--- src/rtl/gh_pkg.sv ---
// ----------------------------------------------------------------------------
// gh_pkg
// Shared codes and control types for the generational handle table.
// ----------------------------------------------------------------------------
`default_nettype none

package gh_pkg;

    // request operation codes
    localparam logic [1:0] OP_REGISTER   = 2'd0;
    localparam logic [1:0] OP_UNREGISTER = 2'd1;
    localparam logic [1:0] OP_RESOLVE    = 2'd2;

    // result status codes
    localparam logic [1:0] ST_OK      = 2'd0;
    localparam logic [1:0] ST_INVALID = 2'd1;
    localparam logic [1:0] ST_FULL    = 2'd2;
    localparam logic [1:0] ST_STALE   = 2'd3;

    // commands from the controller to the datapath
    typedef struct packed {
        logic load;    // capture request and launch memory reads
        logic commit;  // apply updates and load the result register
    } t_ctrl_cmd;

endpackage

`default_nettype wire

--- src/rtl/gh_ctrl.sv ---
// ----------------------------------------------------------------------------
// gh_ctrl
// Two-state sequencer: takes a request, then commits it once the result
// register is free. Owns the handshake on both channels.
// ----------------------------------------------------------------------------
`default_nettype none

module gh_ctrl
    import gh_pkg::*;
(
    input  wire logic      i_clk,
    input  wire logic      i_rst_n,
    input  wire logic      i_in_valid,
    output logic           o_in_stall,
    output logic           o_out_valid,
    input  wire logic      i_out_stall,
    output t_ctrl_cmd      o_cmd
);

    localparam logic S_IDLE = 1'b0;
    localparam logic S_EXEC = 1'b1;

    logic r_state;
    logic n_state;
    logic r_out_valid;
    logic n_out_valid;

    // command decode
    always_comb begin
        o_cmd.load   = (r_state == S_IDLE) && i_in_valid && i_rst_n;
        o_cmd.commit = (r_state == S_EXEC) && (!r_out_valid || !i_out_stall);
    end

    // next state and result valid
    always_comb begin
        n_state     = r_state;
        n_out_valid = r_out_valid;
        if (r_out_valid && !i_out_stall) begin
            n_out_valid = 1'b0;
        end
        unique case (r_state)
            S_IDLE: begin
                if (o_cmd.load) begin
                    n_state = S_EXEC;
                end
            end
            S_EXEC: begin
                if (o_cmd.commit) begin
                    n_state     = S_IDLE;
                    n_out_valid = 1'b1;
                end
            end
            default: n_state = S_IDLE;
        endcase
    end

    always_ff @(posedge i_clk) begin
        if (!i_rst_n) begin
            r_state     <= S_IDLE;
            r_out_valid <= 1'b0;
        end else begin
            r_state     <= n_state;
            r_out_valid <= n_out_valid;
        end
    end

    assign o_in_stall  = (r_state != S_IDLE) || !i_rst_n;
    assign o_out_valid = r_out_valid;

endmodule

`default_nettype wire

--- src/rtl/gh_dpath.sv ---
// ----------------------------------------------------------------------------
// gh_dpath
// Slot memories, free stack and counters. Reads are launched when a request
// is taken; the decision, memory writes and result are made on commit.
// ----------------------------------------------------------------------------
`default_nettype none

module gh_dpath
    import gh_pkg::*;
#(
    parameter int SLOT_COUNT = 64,
    parameter int GEN_BITS   = 16,
    parameter int TAG_BITS   = 32,
    parameter int IW         = $clog2(SLOT_COUNT),
    parameter int CW         = $clog2(SLOT_COUNT + 1)
) (
    input  wire logic                i_clk,
    input  wire logic                i_rst_n,
    input  wire t_ctrl_cmd           i_cmd,
    input  wire logic [1:0]          i_operation,
    input  wire logic [TAG_BITS-1:0] i_object_tag,
    input  wire logic [IW-1:0]       i_handle_index,
    input  wire logic [GEN_BITS-1:0] i_handle_generation,
    output logic [1:0]               o_status,
    output logic [IW-1:0]            o_result_index,
    output logic [GEN_BITS-1:0]      o_result_generation,
    output logic [TAG_BITS-1:0]      o_resolved_tag,
    output logic [CW-1:0]            o_live_count
);

    localparam int SW = IW + GEN_BITS;
    localparam logic [CW-1:0] FULL_CNT = CW'(SLOT_COUNT);
    localparam logic [GEN_BITS-1:0] GEN_ONE = GEN_BITS'(1);

    // memories: free stack entries hold the slot and its next generation
    logic [TAG_BITS-1:0] tag_mem [SLOT_COUNT];
    logic [GEN_BITS-1:0] gen_mem [SLOT_COUNT];
    logic [SW-1:0]       stk_mem [SLOT_COUNT];

    // captured request
    logic [1:0]          r_op;
    logic [TAG_BITS-1:0] r_tag;
    logic [IW-1:0]       r_idx;
    logic [GEN_BITS-1:0] r_gen;

    // registered read data
    logic [TAG_BITS-1:0] r_rd_tag;
    logic [GEN_BITS-1:0] r_rd_gen;
    logic [SW-1:0]       r_rd_stk;

    // counters
    logic [CW-1:0] r_free_depth;
    logic [CW-1:0] n_free_depth;
    logic [CW-1:0] r_slots_in_use;
    logic [CW-1:0] n_slots_in_use;
    logic [CW-1:0] r_object_total;
    logic [CW-1:0] n_object_total;

    // result register
    logic [1:0]          r_status;
    logic [IW-1:0]       r_res_idx;
    logic [GEN_BITS-1:0] r_res_gen;
    logic [TAG_BITS-1:0] r_res_tag;
    logic [CW-1:0]       r_live;

    // commit decision
    logic [1:0]          n_status;
    logic [IW-1:0]       n_res_idx;
    logic [GEN_BITS-1:0] n_res_gen;
    logic [TAG_BITS-1:0] n_res_tag;
    logic                tag_we;
    logic [IW-1:0]       tag_wa;
    logic [TAG_BITS-1:0] tag_wd;
    logic                gen_we;
    logic [IW-1:0]       gen_wa;
    logic [GEN_BITS-1:0] gen_wd;
    logic                stk_we;
    logic [IW-1:0]       stk_wa;
    logic [IW-1:0]       stk_ra;
    logic                in_range;
    logic                gen_match;
    logic [GEN_BITS-1:0] next_gen;

    assign stk_ra    = IW'(r_free_depth - 1'b1);
    assign in_range  = CW'(r_idx) < r_slots_in_use;
    assign gen_match = r_rd_gen == r_gen;
    assign next_gen  = (r_rd_gen + GEN_ONE == '0) ? GEN_ONE : r_rd_gen + GEN_ONE;

    // capture request and launch reads
    always_ff @(posedge i_clk) begin
        if (i_cmd.load) begin
            r_op     <= i_operation;
            r_tag    <= i_object_tag;
            r_idx    <= i_handle_index;
            r_gen    <= i_handle_generation;
            r_rd_tag <= tag_mem[i_handle_index];
            r_rd_gen <= gen_mem[i_handle_index];
            r_rd_stk <= stk_mem[stk_ra];
        end
    end

    // operation decision
    always_comb begin
        n_status       = ST_OK;
        n_res_idx      = '0;
        n_res_gen      = '0;
        n_res_tag      = '0;
        n_free_depth   = r_free_depth;
        n_slots_in_use = r_slots_in_use;
        n_object_total = r_object_total;
        tag_we         = 1'b0;
        tag_wa         = r_idx;
        tag_wd         = '0;
        gen_we         = 1'b0;
        gen_wa         = r_idx;
        gen_wd         = next_gen;
        stk_we         = 1'b0;
        stk_wa         = IW'(r_free_depth);
        unique case (r_op)
            OP_REGISTER: begin
                if (r_tag == '0) begin
                    n_status = ST_INVALID;
                end else if (r_free_depth != '0) begin
                    // reuse the most recently freed slot
                    n_free_depth = r_free_depth - 1'b1;
                    n_res_idx    = r_rd_stk[SW-1:GEN_BITS];
                    n_res_gen    = r_rd_stk[GEN_BITS-1:0];
                end else if (r_slots_in_use != FULL_CNT) begin
                    // fresh slot starts at generation one
                    n_slots_in_use = r_slots_in_use + 1'b1;
                    n_res_idx      = IW'(r_slots_in_use);
                    n_res_gen      = GEN_ONE;
                    gen_we         = 1'b1;
                    gen_wa         = IW'(r_slots_in_use);
                    gen_wd         = GEN_ONE;
                end else begin
                    n_status = ST_FULL;
                end
                if (n_status == ST_OK) begin
                    tag_we = 1'b1;
                    tag_wa = n_res_idx;
                    tag_wd = r_tag;
                    if (r_object_total != FULL_CNT) begin
                        n_object_total = r_object_total + 1'b1;
                    end
                end
            end
            OP_UNREGISTER: begin
                if (r_tag == '0) begin
                    n_status = ST_INVALID;
                end else if (!in_range || r_rd_tag != r_tag || !gen_match) begin
                    n_status = ST_STALE;
                end else begin
                    tag_we = 1'b1;
                    gen_we = 1'b1;
                    if (r_free_depth != FULL_CNT) begin
                        stk_we       = 1'b1;
                        n_free_depth = r_free_depth + 1'b1;
                    end
                    if (r_object_total != '0) begin
                        n_object_total = r_object_total - 1'b1;
                    end
                end
            end
            OP_RESOLVE: begin
                if (r_gen == '0) begin
                    n_status = ST_INVALID;
                end else if (!in_range || r_rd_tag == '0 || !gen_match) begin
                    n_status = ST_STALE;
                end else begin
                    n_res_tag = r_rd_tag;
                end
            end
            default: n_status = ST_INVALID;
        endcase
    end

    // memory writes
    always_ff @(posedge i_clk) begin
        if (i_cmd.commit && tag_we) begin
            tag_mem[tag_wa] <= tag_wd;
        end
    end

    always_ff @(posedge i_clk) begin
        if (i_cmd.commit && gen_we) begin
            gen_mem[gen_wa] <= gen_wd;
        end
    end

    always_ff @(posedge i_clk) begin
        if (i_cmd.commit && stk_we) begin
            stk_mem[stk_wa] <= {r_idx, next_gen};
        end
    end

    // counters
    always_ff @(posedge i_clk) begin
        if (!i_rst_n) begin
            r_free_depth   <= '0;
            r_slots_in_use <= '0;
            r_object_total <= '0;
        end else if (i_cmd.commit) begin
            r_free_depth   <= n_free_depth;
            r_slots_in_use <= n_slots_in_use;
            r_object_total <= n_object_total;
        end
    end

    // result register
    always_ff @(posedge i_clk) begin
        if (i_cmd.commit) begin
            r_status  <= n_status;
            r_res_idx <= n_res_idx;
            r_res_gen <= n_res_gen;
            r_res_tag <= n_res_tag;
            r_live    <= n_object_total;
        end
    end

    assign o_status            = r_status;
    assign o_result_index      = r_res_idx;
    assign o_result_generation = r_res_gen;
    assign o_resolved_tag      = r_res_tag;
    assign o_live_count        = r_live;

endmodule

`default_nettype wire

--- src/rtl/generational_handle_table.sv ---
// ----------------------------------------------------------------------------
// generational_handle_table
// Fixed-capacity slot map handing out generational handles for object tags.
// ----------------------------------------------------------------------------
// Usage:
//   Input channel (i_in_valid / o_in_stall) carries one request: register,
//   unregister or resolve, with tag, handle index and handle generation.
//   Output channel (o_out_valid / i_out_stall) returns exactly one result per
//   request: status, slot index, generation, resolved tag and live count.
//   When a request is taken its slot and stack reads are registered; the
//   decision is then made from that read data and the result is registered
//   on commit, which sets o_out_valid. No new request is taken until the
//   previous one has committed, as the registered read of the slot memories
//   and free stack is followed by the write-back step.
//   While a result waits under stall the next request is still taken; its
//   commit then holds until the result register is free.
//   Reset (synchronous, active low) empties the table: no live objects,
//   empty free stack, every slot at generation one. No clearing pass is
//   needed, as slots above the high-water mark are set when first used.
// ----------------------------------------------------------------------------
`default_nettype none

module generational_handle_table
    import gh_pkg::*;
#(
    parameter int SLOT_COUNT = 64,
    parameter int GEN_BITS   = 16,
    parameter int TAG_BITS   = 32
) (
    input  wire logic                             i_clk,
    input  wire logic                             i_rst_n,
    input  wire logic                             i_in_valid,
    output logic                                  o_in_stall,
    input  wire logic [1:0]                       i_operation,
    input  wire logic [TAG_BITS-1:0]              i_object_tag,
    input  wire logic [$clog2(SLOT_COUNT)-1:0]    i_handle_index,
    input  wire logic [GEN_BITS-1:0]              i_handle_generation,
    output logic                                  o_out_valid,
    input  wire logic                             i_out_stall,
    output logic [1:0]                            o_status,
    output logic [$clog2(SLOT_COUNT)-1:0]         o_result_index,
    output logic [GEN_BITS-1:0]                   o_result_generation,
    output logic [TAG_BITS-1:0]                   o_resolved_tag,
    output logic [$clog2(SLOT_COUNT+1)-1:0]       o_live_count
);

    t_ctrl_cmd cmd;

    // sequencer
    gh_ctrl u_ctrl (
        .i_clk       (i_clk),
        .i_rst_n     (i_rst_n),
        .i_in_valid  (i_in_valid),
        .o_in_stall  (o_in_stall),
        .o_out_valid (o_out_valid),
        .i_out_stall (i_out_stall),
        .o_cmd       (cmd)
    );

    // slot memories, stack and counters
    gh_dpath #(
        .SLOT_COUNT (SLOT_COUNT),
        .GEN_BITS   (GEN_BITS),
        .TAG_BITS   (TAG_BITS)
    ) u_dpath (
        .i_clk               (i_clk),
        .i_rst_n             (i_rst_n),
        .i_cmd               (cmd),
        .i_operation         (i_operation),
        .i_object_tag        (i_object_tag),
        .i_handle_index      (i_handle_index),
        .i_handle_generation (i_handle_generation),
        .o_status            (o_status),
        .o_result_index      (o_result_index),
        .o_result_generation (o_result_generation),
        .o_resolved_tag      (o_resolved_tag),
        .o_live_count        (o_live_count)
    );

endmodule

`default_nettype wire

--- config.mk ---
export PLATFORM = sky130hd
export DESIGN_NAME = generational_handle_table
export DESIGN_NICKNAME = d
export VERILOG_FILES = /design/src/rtl/gh_pkg.sv /design/src/rtl/gh_ctrl.sv /design/src/rtl/gh_dpath.sv /design/src/rtl/generational_handle_table.sv
export SDC_FILE = /design/constraint.sdc
export NUM_CORES = 2
export LEC_CHECK = 0
export CAP_MARGIN = 40
export CORE_UTILIZATION = 35
export CTS_CLUSTER_DIAMETER = 50
export CTS_CLUSTER_SIZE = 14
export DETAILED_ROUTE_END_ITERATION = 7
export DONT_BUFFER_PORTS = 1
export PLACE_DENSITY_LB_ADDON = 0.2
export SYNTH_ARGS = -nofsm -noshare
export SYNTH_HDL_FRONTEND = slang
export SYNTH_HIERARCHICAL = 1
export SYNTH_MEMORY_MAX_BITS = 65536
export SYNTH_SLANG_ARGS = --single-unit
--- constraint.sdc ---
create_clock -name i_clk -period 12.4 [get_ports i_clk]
set_clock_uncertainty 0.2 [all_clocks]
set_input_delay 0 -clock i_clk [delete_from_list [all_inputs] [get_ports i_clk]]
set_output_delay 0 -clock i_clk [all_outputs]
set_load 0.02 [all_outputs]
* Word-level counts from Yosys, hierarchy flattened *
Memory sizes are Yosys's and may differ from the RTL's. A register that Yosys moved wholly into a read port is not among the register bits.
Cells that the tools add are included.

operators by class
  bitwise gates (word level) = 5
  reduce and logical (&&, ||, !) cells = 31
  magnitude comparators = 1
  muxes and demuxes = 63
  $add $sub $neg = 6
  equal/unequal tests = 12

operators with widths
  cell                                               number
  2-to-1 mux 16 bit                                  6
  2-to-1 mux 7 bit                                   10
  logical NOT 32 bit                                 2
  2-to-1 mux 32 bit                                  2
  2-to-1 mux 6 bit                                   9
  logical NOT 16 bit                                 2
  inequality test 32 bit                             1
  one-hot mux 7 bit (2 select lines)                 2
  2-to-1 mux 1 bit                                   22
  adder 7 x 1 -> 7 bit (second input constant)       3
  inequality test 7 bit (second input constant)      3
  adder 16 x 1 -> 16 bit (second input constant)     1
  == test 16 bit                                     1
  2-to-1 mux 2 bit                                   8
  nonzero test 7 bit                                 2
  subtractor 7 x 1 -> 7 bit (second input constant)  2
  logical AND 1 bit                                  7
  less-than comparator 6 x 7 -> 1 bit                1
  AND reduction 7 bit                                1
  logical OR 1 bit                                   6
  inequality test 2 bit (second input constant)      3
  one-hot mux 1 bit (2 select lines)                 3
  one-hot mux 2 bit (3 select lines)                 1
  logical NOT 1 bit                                  5
  9 further kinds                                    15

word-level totals
  output and inout bits = 65
  bits of input ports = 60
  RAM bits = 4,480
  memories kept = 3
  logic and storage cells = 135
  register bits after elaboration = 142

memories
  memory           depth  width  read ports  clocked after memory_dff  wr ports  line            text
  u_dpath.tag_mem  64     32     1           1                         1         gh_dpath.sv:36  logic [TAG_BITS-1:0] tag_mem [SLOT_COUNT];
  u_dpath.stk_mem  64     22     1           1                         1         gh_dpath.sv:38  logic [SW-1:0] stk_mem [SLOT_COUNT];
  u_dpath.gen_mem  64     16     1           1                         1         gh_dpath.sv:37  logic [GEN_BITS-1:0] gen_mem [SLOT_COUNT];

* Depth between registers and ports, before layout *
  word-level depth = 11
  gate-level depth with buffers = 13
  mapped depth without buffers = 10

* By module *
Netlist, hierarchy kept.

by module, submodules not included
  module    instances  area an instance (sq um)  seq. area each (sq um)  cells each
  gh_dpath  1          180,145.3                 140,624.9               7,389
  gh_ctrl   1          83.8                      40.0                    8

* Worst setup path before layout *
No wires, ideal clock.

  path type = register to register
  start = register u_ctrl.r_out_valid (netlist: u_ctrl/o_out_valid)
  end = memory u_dpath.tag_mem[16][0], enable pin
  setup time = 0.421 ns
  cell stages (with the launch flop) = 8
  slack = 3.635 ns
  arrival time = 8.144 ns
  period minus slack after synthesis = 8.765 ns
  path buffers = 1
  required time = 11.779 ns
  cell sequence = dfxtp_1 -> a21boi_0 -> nor2b_1 -> clkbuf_1 -> nand2_1 -> nor4b_4 -> o21ai_2 -> nor2_1

RTL lines
  what                    line            text
  start, declared         gh_ctrl.sv:25   logic r_out_valid;
  start signal, assigned  gh_ctrl.sv:63   r_out_valid <= n_out_valid;
  end, declared           gh_dpath.sv:36

==> run summary <==
The tools report the wire length of the first global-routing pass as 702 mm. The sequential power share came out at 51.5%. STA classifies the critical path endpoint as a register. For the max-slew violation count, the log shows 0. Summed over all layers, the routed wires come to 506 mm.

The post-layout net count is 8085, and the TritonCTS buffer count is 465. The proportion of register bits with asynchronous set or reset after synthesis is 0%, and the number of cell instances on the worst register-to-register path is 9. The critical path starts at i_handle_index[0].

Setup violations remaining at the end of the flow were counted as 0. The run gives 1 as the number of nets with antenna violations after detailed routing. By count the netlist is led by sky130_fd_sc_hd__edfxtp_1, sky130_fd_sc_hd__mux4_2, sky130_fd_sc_hd__clkbuf_1. The endpoint identified for the worst register-to-register timing path is u_dpath/stk_mem[13][1]. Setup repair after global routing left no endpoint under its margin. The core region is 513000 µm². The worst setup path is launched from an input port. The clock share of power is 41.6%. Sequential cells were found to cover 78.0% of the synthesized design area. The non-filler instance count after layout is 15100, and the largest incremental delay on the critical path is 0.73 ns. The final critical path takes up 49.2% of the cycle. The run gives 52 as the initial antenna violation count. The total internal power is 26.5 mW, and the maximum number of pins on one net before global-route repair is 219.

For this run, the number of Yosys warnings is 6. Once the clock tree was built, the resizer swapped 0 gates to a different size. The final reports fail on antenna rules. For this run, the leading register cell type out of synthesis is sky130_fd_sc_hd__edfxtp_1. The worst vdd rail ir drop is 0.135 mV.

For this run, the top clock speed supported by timing is 0.164 GHz. Counting every sink on the clock net gives 4692. During I/O placement, the number of pins put on the boundary was 125. The run finished, with violations left. The startpoint identified for the worst register-to-register timing path is u_dpath/r_idx[2].

The tools report the endpoint arrival time on the critical path as 6.65 ns. The initial utilization of the core area, before any placement, comes to 35.1%. Together, buffers and inverters on the worst path number 7. Global routing used 19.2% of the available tracks. Detailed placement ended at an HPWL of 281 mm. On the critical path the largest part of the delay comes from buffers and inverters. For this design the ratio of total power to cell area is 163 nW/µm². The number of cells after detailed placement is 14100, and the width of the die is 720 µm. The distinct cell type count after synthesis is 75, and the standard-cell row count is 263. The tree is rooted in a sky130_fd_sc_hd__clkbuf_16. The chip height came out at 720 µm. Of the cells placed in the final design, the portion with a size suffix greater than 1 is 33.8%.

In the post-synthesis netlist, the cell with the most instances is sky130_fd_sc_hd__edfxtp_1. The area added between synthesis and finish came out at 16.1%. Yosys mapped a number of flops with a built-in enable equal to 4669.

Setup total negative slack on the finished layout was measured at 0 ns. The portion of synthesized cell area occupied by the leading cell type came out at 77.8%. The longest clock path from root to sink contains 4 buffers. The average wire per standard cell was 33.4 µm.

For the finished layout, the period the worst path requires is 6.11 ns. Counting buffers and inverters, the worst setup path is 11 cells deep. The net switching fraction of the power came out at 22.6%. Yosys attributes the largest share of cell area to sky130_fd_sc_hd__edfxtp_1, sky130_fd_sc_hd__mux4_2, sky130_fd_sc_hd__clkbuf_1.

During placement, the flow inserted port buffers numbering 0. The signal on the critical path passes through buf_16 -> buf_16 -> buf_16 -> buf_16 -> mux4_2 -> mux4_2 -> dlygate4sd3_1 -> mux2i_1 -> dlygate4sd3_1 -> o21ai_0 -> dlygate4sd3_1. When the netlist entered floorplanning its net count stood at 7470. The data required time at the worst endpoint is 12.95 ns. Summed over all layers, the global routing overflow is 0. TritonCTS built the clock tree.

The cell with the largest stage delay on the worst path is sky130_fd_sc_hd__buf_16. The die footprint is 518000 µm², and the transition time at the pin with the least slew margin is 1.37 ns. CTS H-tree depth: 5. For the worst-skew pair, the clock arrives at the later sink with an insertion delay of 1.04 ns. Most repeated library cell on the critical path: sky130_fd_sc_hd__buf_16.

After clock tree synthesis, the clock-pin slew on the worst setup and hold paths is 0.06 ns. The critical setup path kind was input port to register. In this run the static leakage power is 63.7 nW.

Combined area of all synthesized cells: 180000 µm². Before antenna repair, the detailed router went through 6 iterations. The detailed router finished its first iteration with 10100 violations. For this design the total switching power over the nets is 7.72 mW. In this run the most critical hold path is launched from i_handle_index[2].

Total power for the finished layout comes to 34.2 mW. sky130_fd_sc_hd__edfxtp_1 takes more of the synthesized area than any other cell. In this run the worst hold path is classified as input port to register.

The number of global-route vias before repair was 85400; the combinational power share was 6.9%. The last weighted congestion value of the routability-driven placer is 0.800, and the mean number of vias per cell is 5.53. The critical path ends at u_dpath/r_rd_gen[2].

The via count was 83800; the number of hold-slack violations in the final timing report was 0. The tool flagged a number of max-cap violations equal to 0. Dividing the synthesized area by the synthesized cell count gives 24.4 µm². After synthesis the netlist holds a flip-flop and latch count of 4692.

Headroom to the max-slew limit came out at 8.68%. The remaining routing DRC violations was 0; the maximum fanout encountered on the critical timing path was 137. Synthesis produced 7397 cells. The run gives 6.92 ns as the register-to-register setup slack.
[logic make-up after synthesis]
| kind of cell | after synthesis | synth area share [%] |
|---|---|---|
| XOR/XNOR | 74 | 0.360 |
| AND/OR/NAND/NOR | 569 | 1.60 |
| adder cells (fa/ha/maj) | 13 | 0.0903 |
| buffers and inverters | 420 | 0.958 |
| flip-flops | 4692 | 78.0 |
| multiplexers | 1490 | 18.4 |
| AO/OA/AOI/OAI | 139 | 0.539 |
[how the worst min path moves through the flow]
stage,end,cells after the start
after CTS,u_dpath/r_gen[7],2
after floorplan,u_dpath/r_gen[0],0
after global placement,u_dpath/r_tag[17],0
after global routing,u_dpath/r_rd_gen[14],5
after detailed placement,u_dpath/r_tag[17],0
final,u_dpath/r_rd_tag[26],4
[tightest hold or removal path: stages]
cell	delay [ns]
sky130_fd_sc_hd__mux4_2	0.24
sky130_fd_sc_hd__mux2i_1	0.13
sky130_fd_sc_hd__o21ai_0	0.18
sky130_fd_sc_hd__dlygate4sd3_1	0.55
[repair_timing]
action | 4_1_cts | 5_1_grt
endpoints found under the hold margin | 253 | 1
buffers inserted | 0 | 0
hold buffers | 185 | 1
[cell type report]
| cell class | count | area, µm² |
|---|---|---|
| Fill cell | 44100 | 304000 |
| Sequential cell | 4692 | 141000 |
| Multi-Input combinational cell | 2285 | 38900 |
| Clock buffer | 525 | 12000 |
| Tap cell | 6757 | 8450 |
| Timing Repair Buffer | 537 | 5860 |
| Clock inverter | 292 | 3220 |
| Inverter | 31 | 116 |
| Antenna cell | 22 | 55.1 |
[sequential cells by signal (all words and copies together) (netlist names), 7 cells and up]
register and cells:
u_dpath/tag_mem 2048, u_dpath/stk_mem 1408, u_dpath/gen_mem 1024, u_dpath/o_resolved_tag 32, u_dpath/r_rd_tag 32, u_dpath/r_tag 32
u_dpath/r_rd_stk 22, u_dpath/o_result_generation 16, u_dpath/r_gen 16, u_dpath/r_rd_gen 16, u_dpath/o_live_count 7, u_dpath/r_free_depth 7
u_dpath/r_object_total 7, u_dpath/r_slots_in_use 7
[layout by cell type, fill, tap and decap left out, types with 45 or more instances in the layout]
cell                            count
sky130_fd_sc_hd__xnor2_1           45
sky130_fd_sc_hd__bufinv_16         50
sky130_fd_sc_hd__nand2_1           55
sky130_fd_sc_hd__buf_4            263
sky130_fd_sc_hd__nor2_2            85
sky130_fd_sc_hd__clkinv_1          46
sky130_fd_sc_hd__nor2_4            79
sky130_fd_sc_hd__mux4_2          1458
sky130_fd_sc_hd__edfxtp_1        4669
sky130_fd_sc_hd__clkbuf_1          51
sky130_fd_sc_hd__nor2_1            78
sky130_fd_sc_hd__clkinv_2          65
sky130_fd_sc_hd__clkbuf_16        470
sky130_fd_sc_hd__dlygate4sd3_1    172
sky130_fd_sc_hd__and2_1            51
[routing by layer]
layer	wire length [µm]	GRT usage, %
met1	217000	27.6
met2	243000	31.2
met3	33000	2.79
met4	13100	4.43
met5	37	0
[power groups by stage]
stage | registers [mW] | clock network (mW) | logic, mW
after floorplan | 17.9 | 0 | 1.31
after global placement | 18.0 | 0 | 2.19
after detailed placement | 17.9 | 0 | 2.26
after CTS | 17.6 | 14.5 | 2.41
after global routing | 17.6 | 15.1 | 2.47
final | 17.6 | 14.2 | 2.37
[per-stage QoR]
stage | cell area (µm²) | hold slack, ns | setup slack (ns) | util [%]
after global placement | 190000 | -0.101 | 6.43 | 37.1
after CTS | 209000 | 0.00387 | 6.35 | 40.8
after detailed placement | 192000 | -0.101 | 6.96 | 37.4
after floorplan | 180000 | -0.101 | 3.64 | -
after global routing | 209000 | 0.0177 | 5.84 | 40.8
final | 209000 | 0.0695 | 6.29 | 40.8
Power figures use the tool's default switching activity.
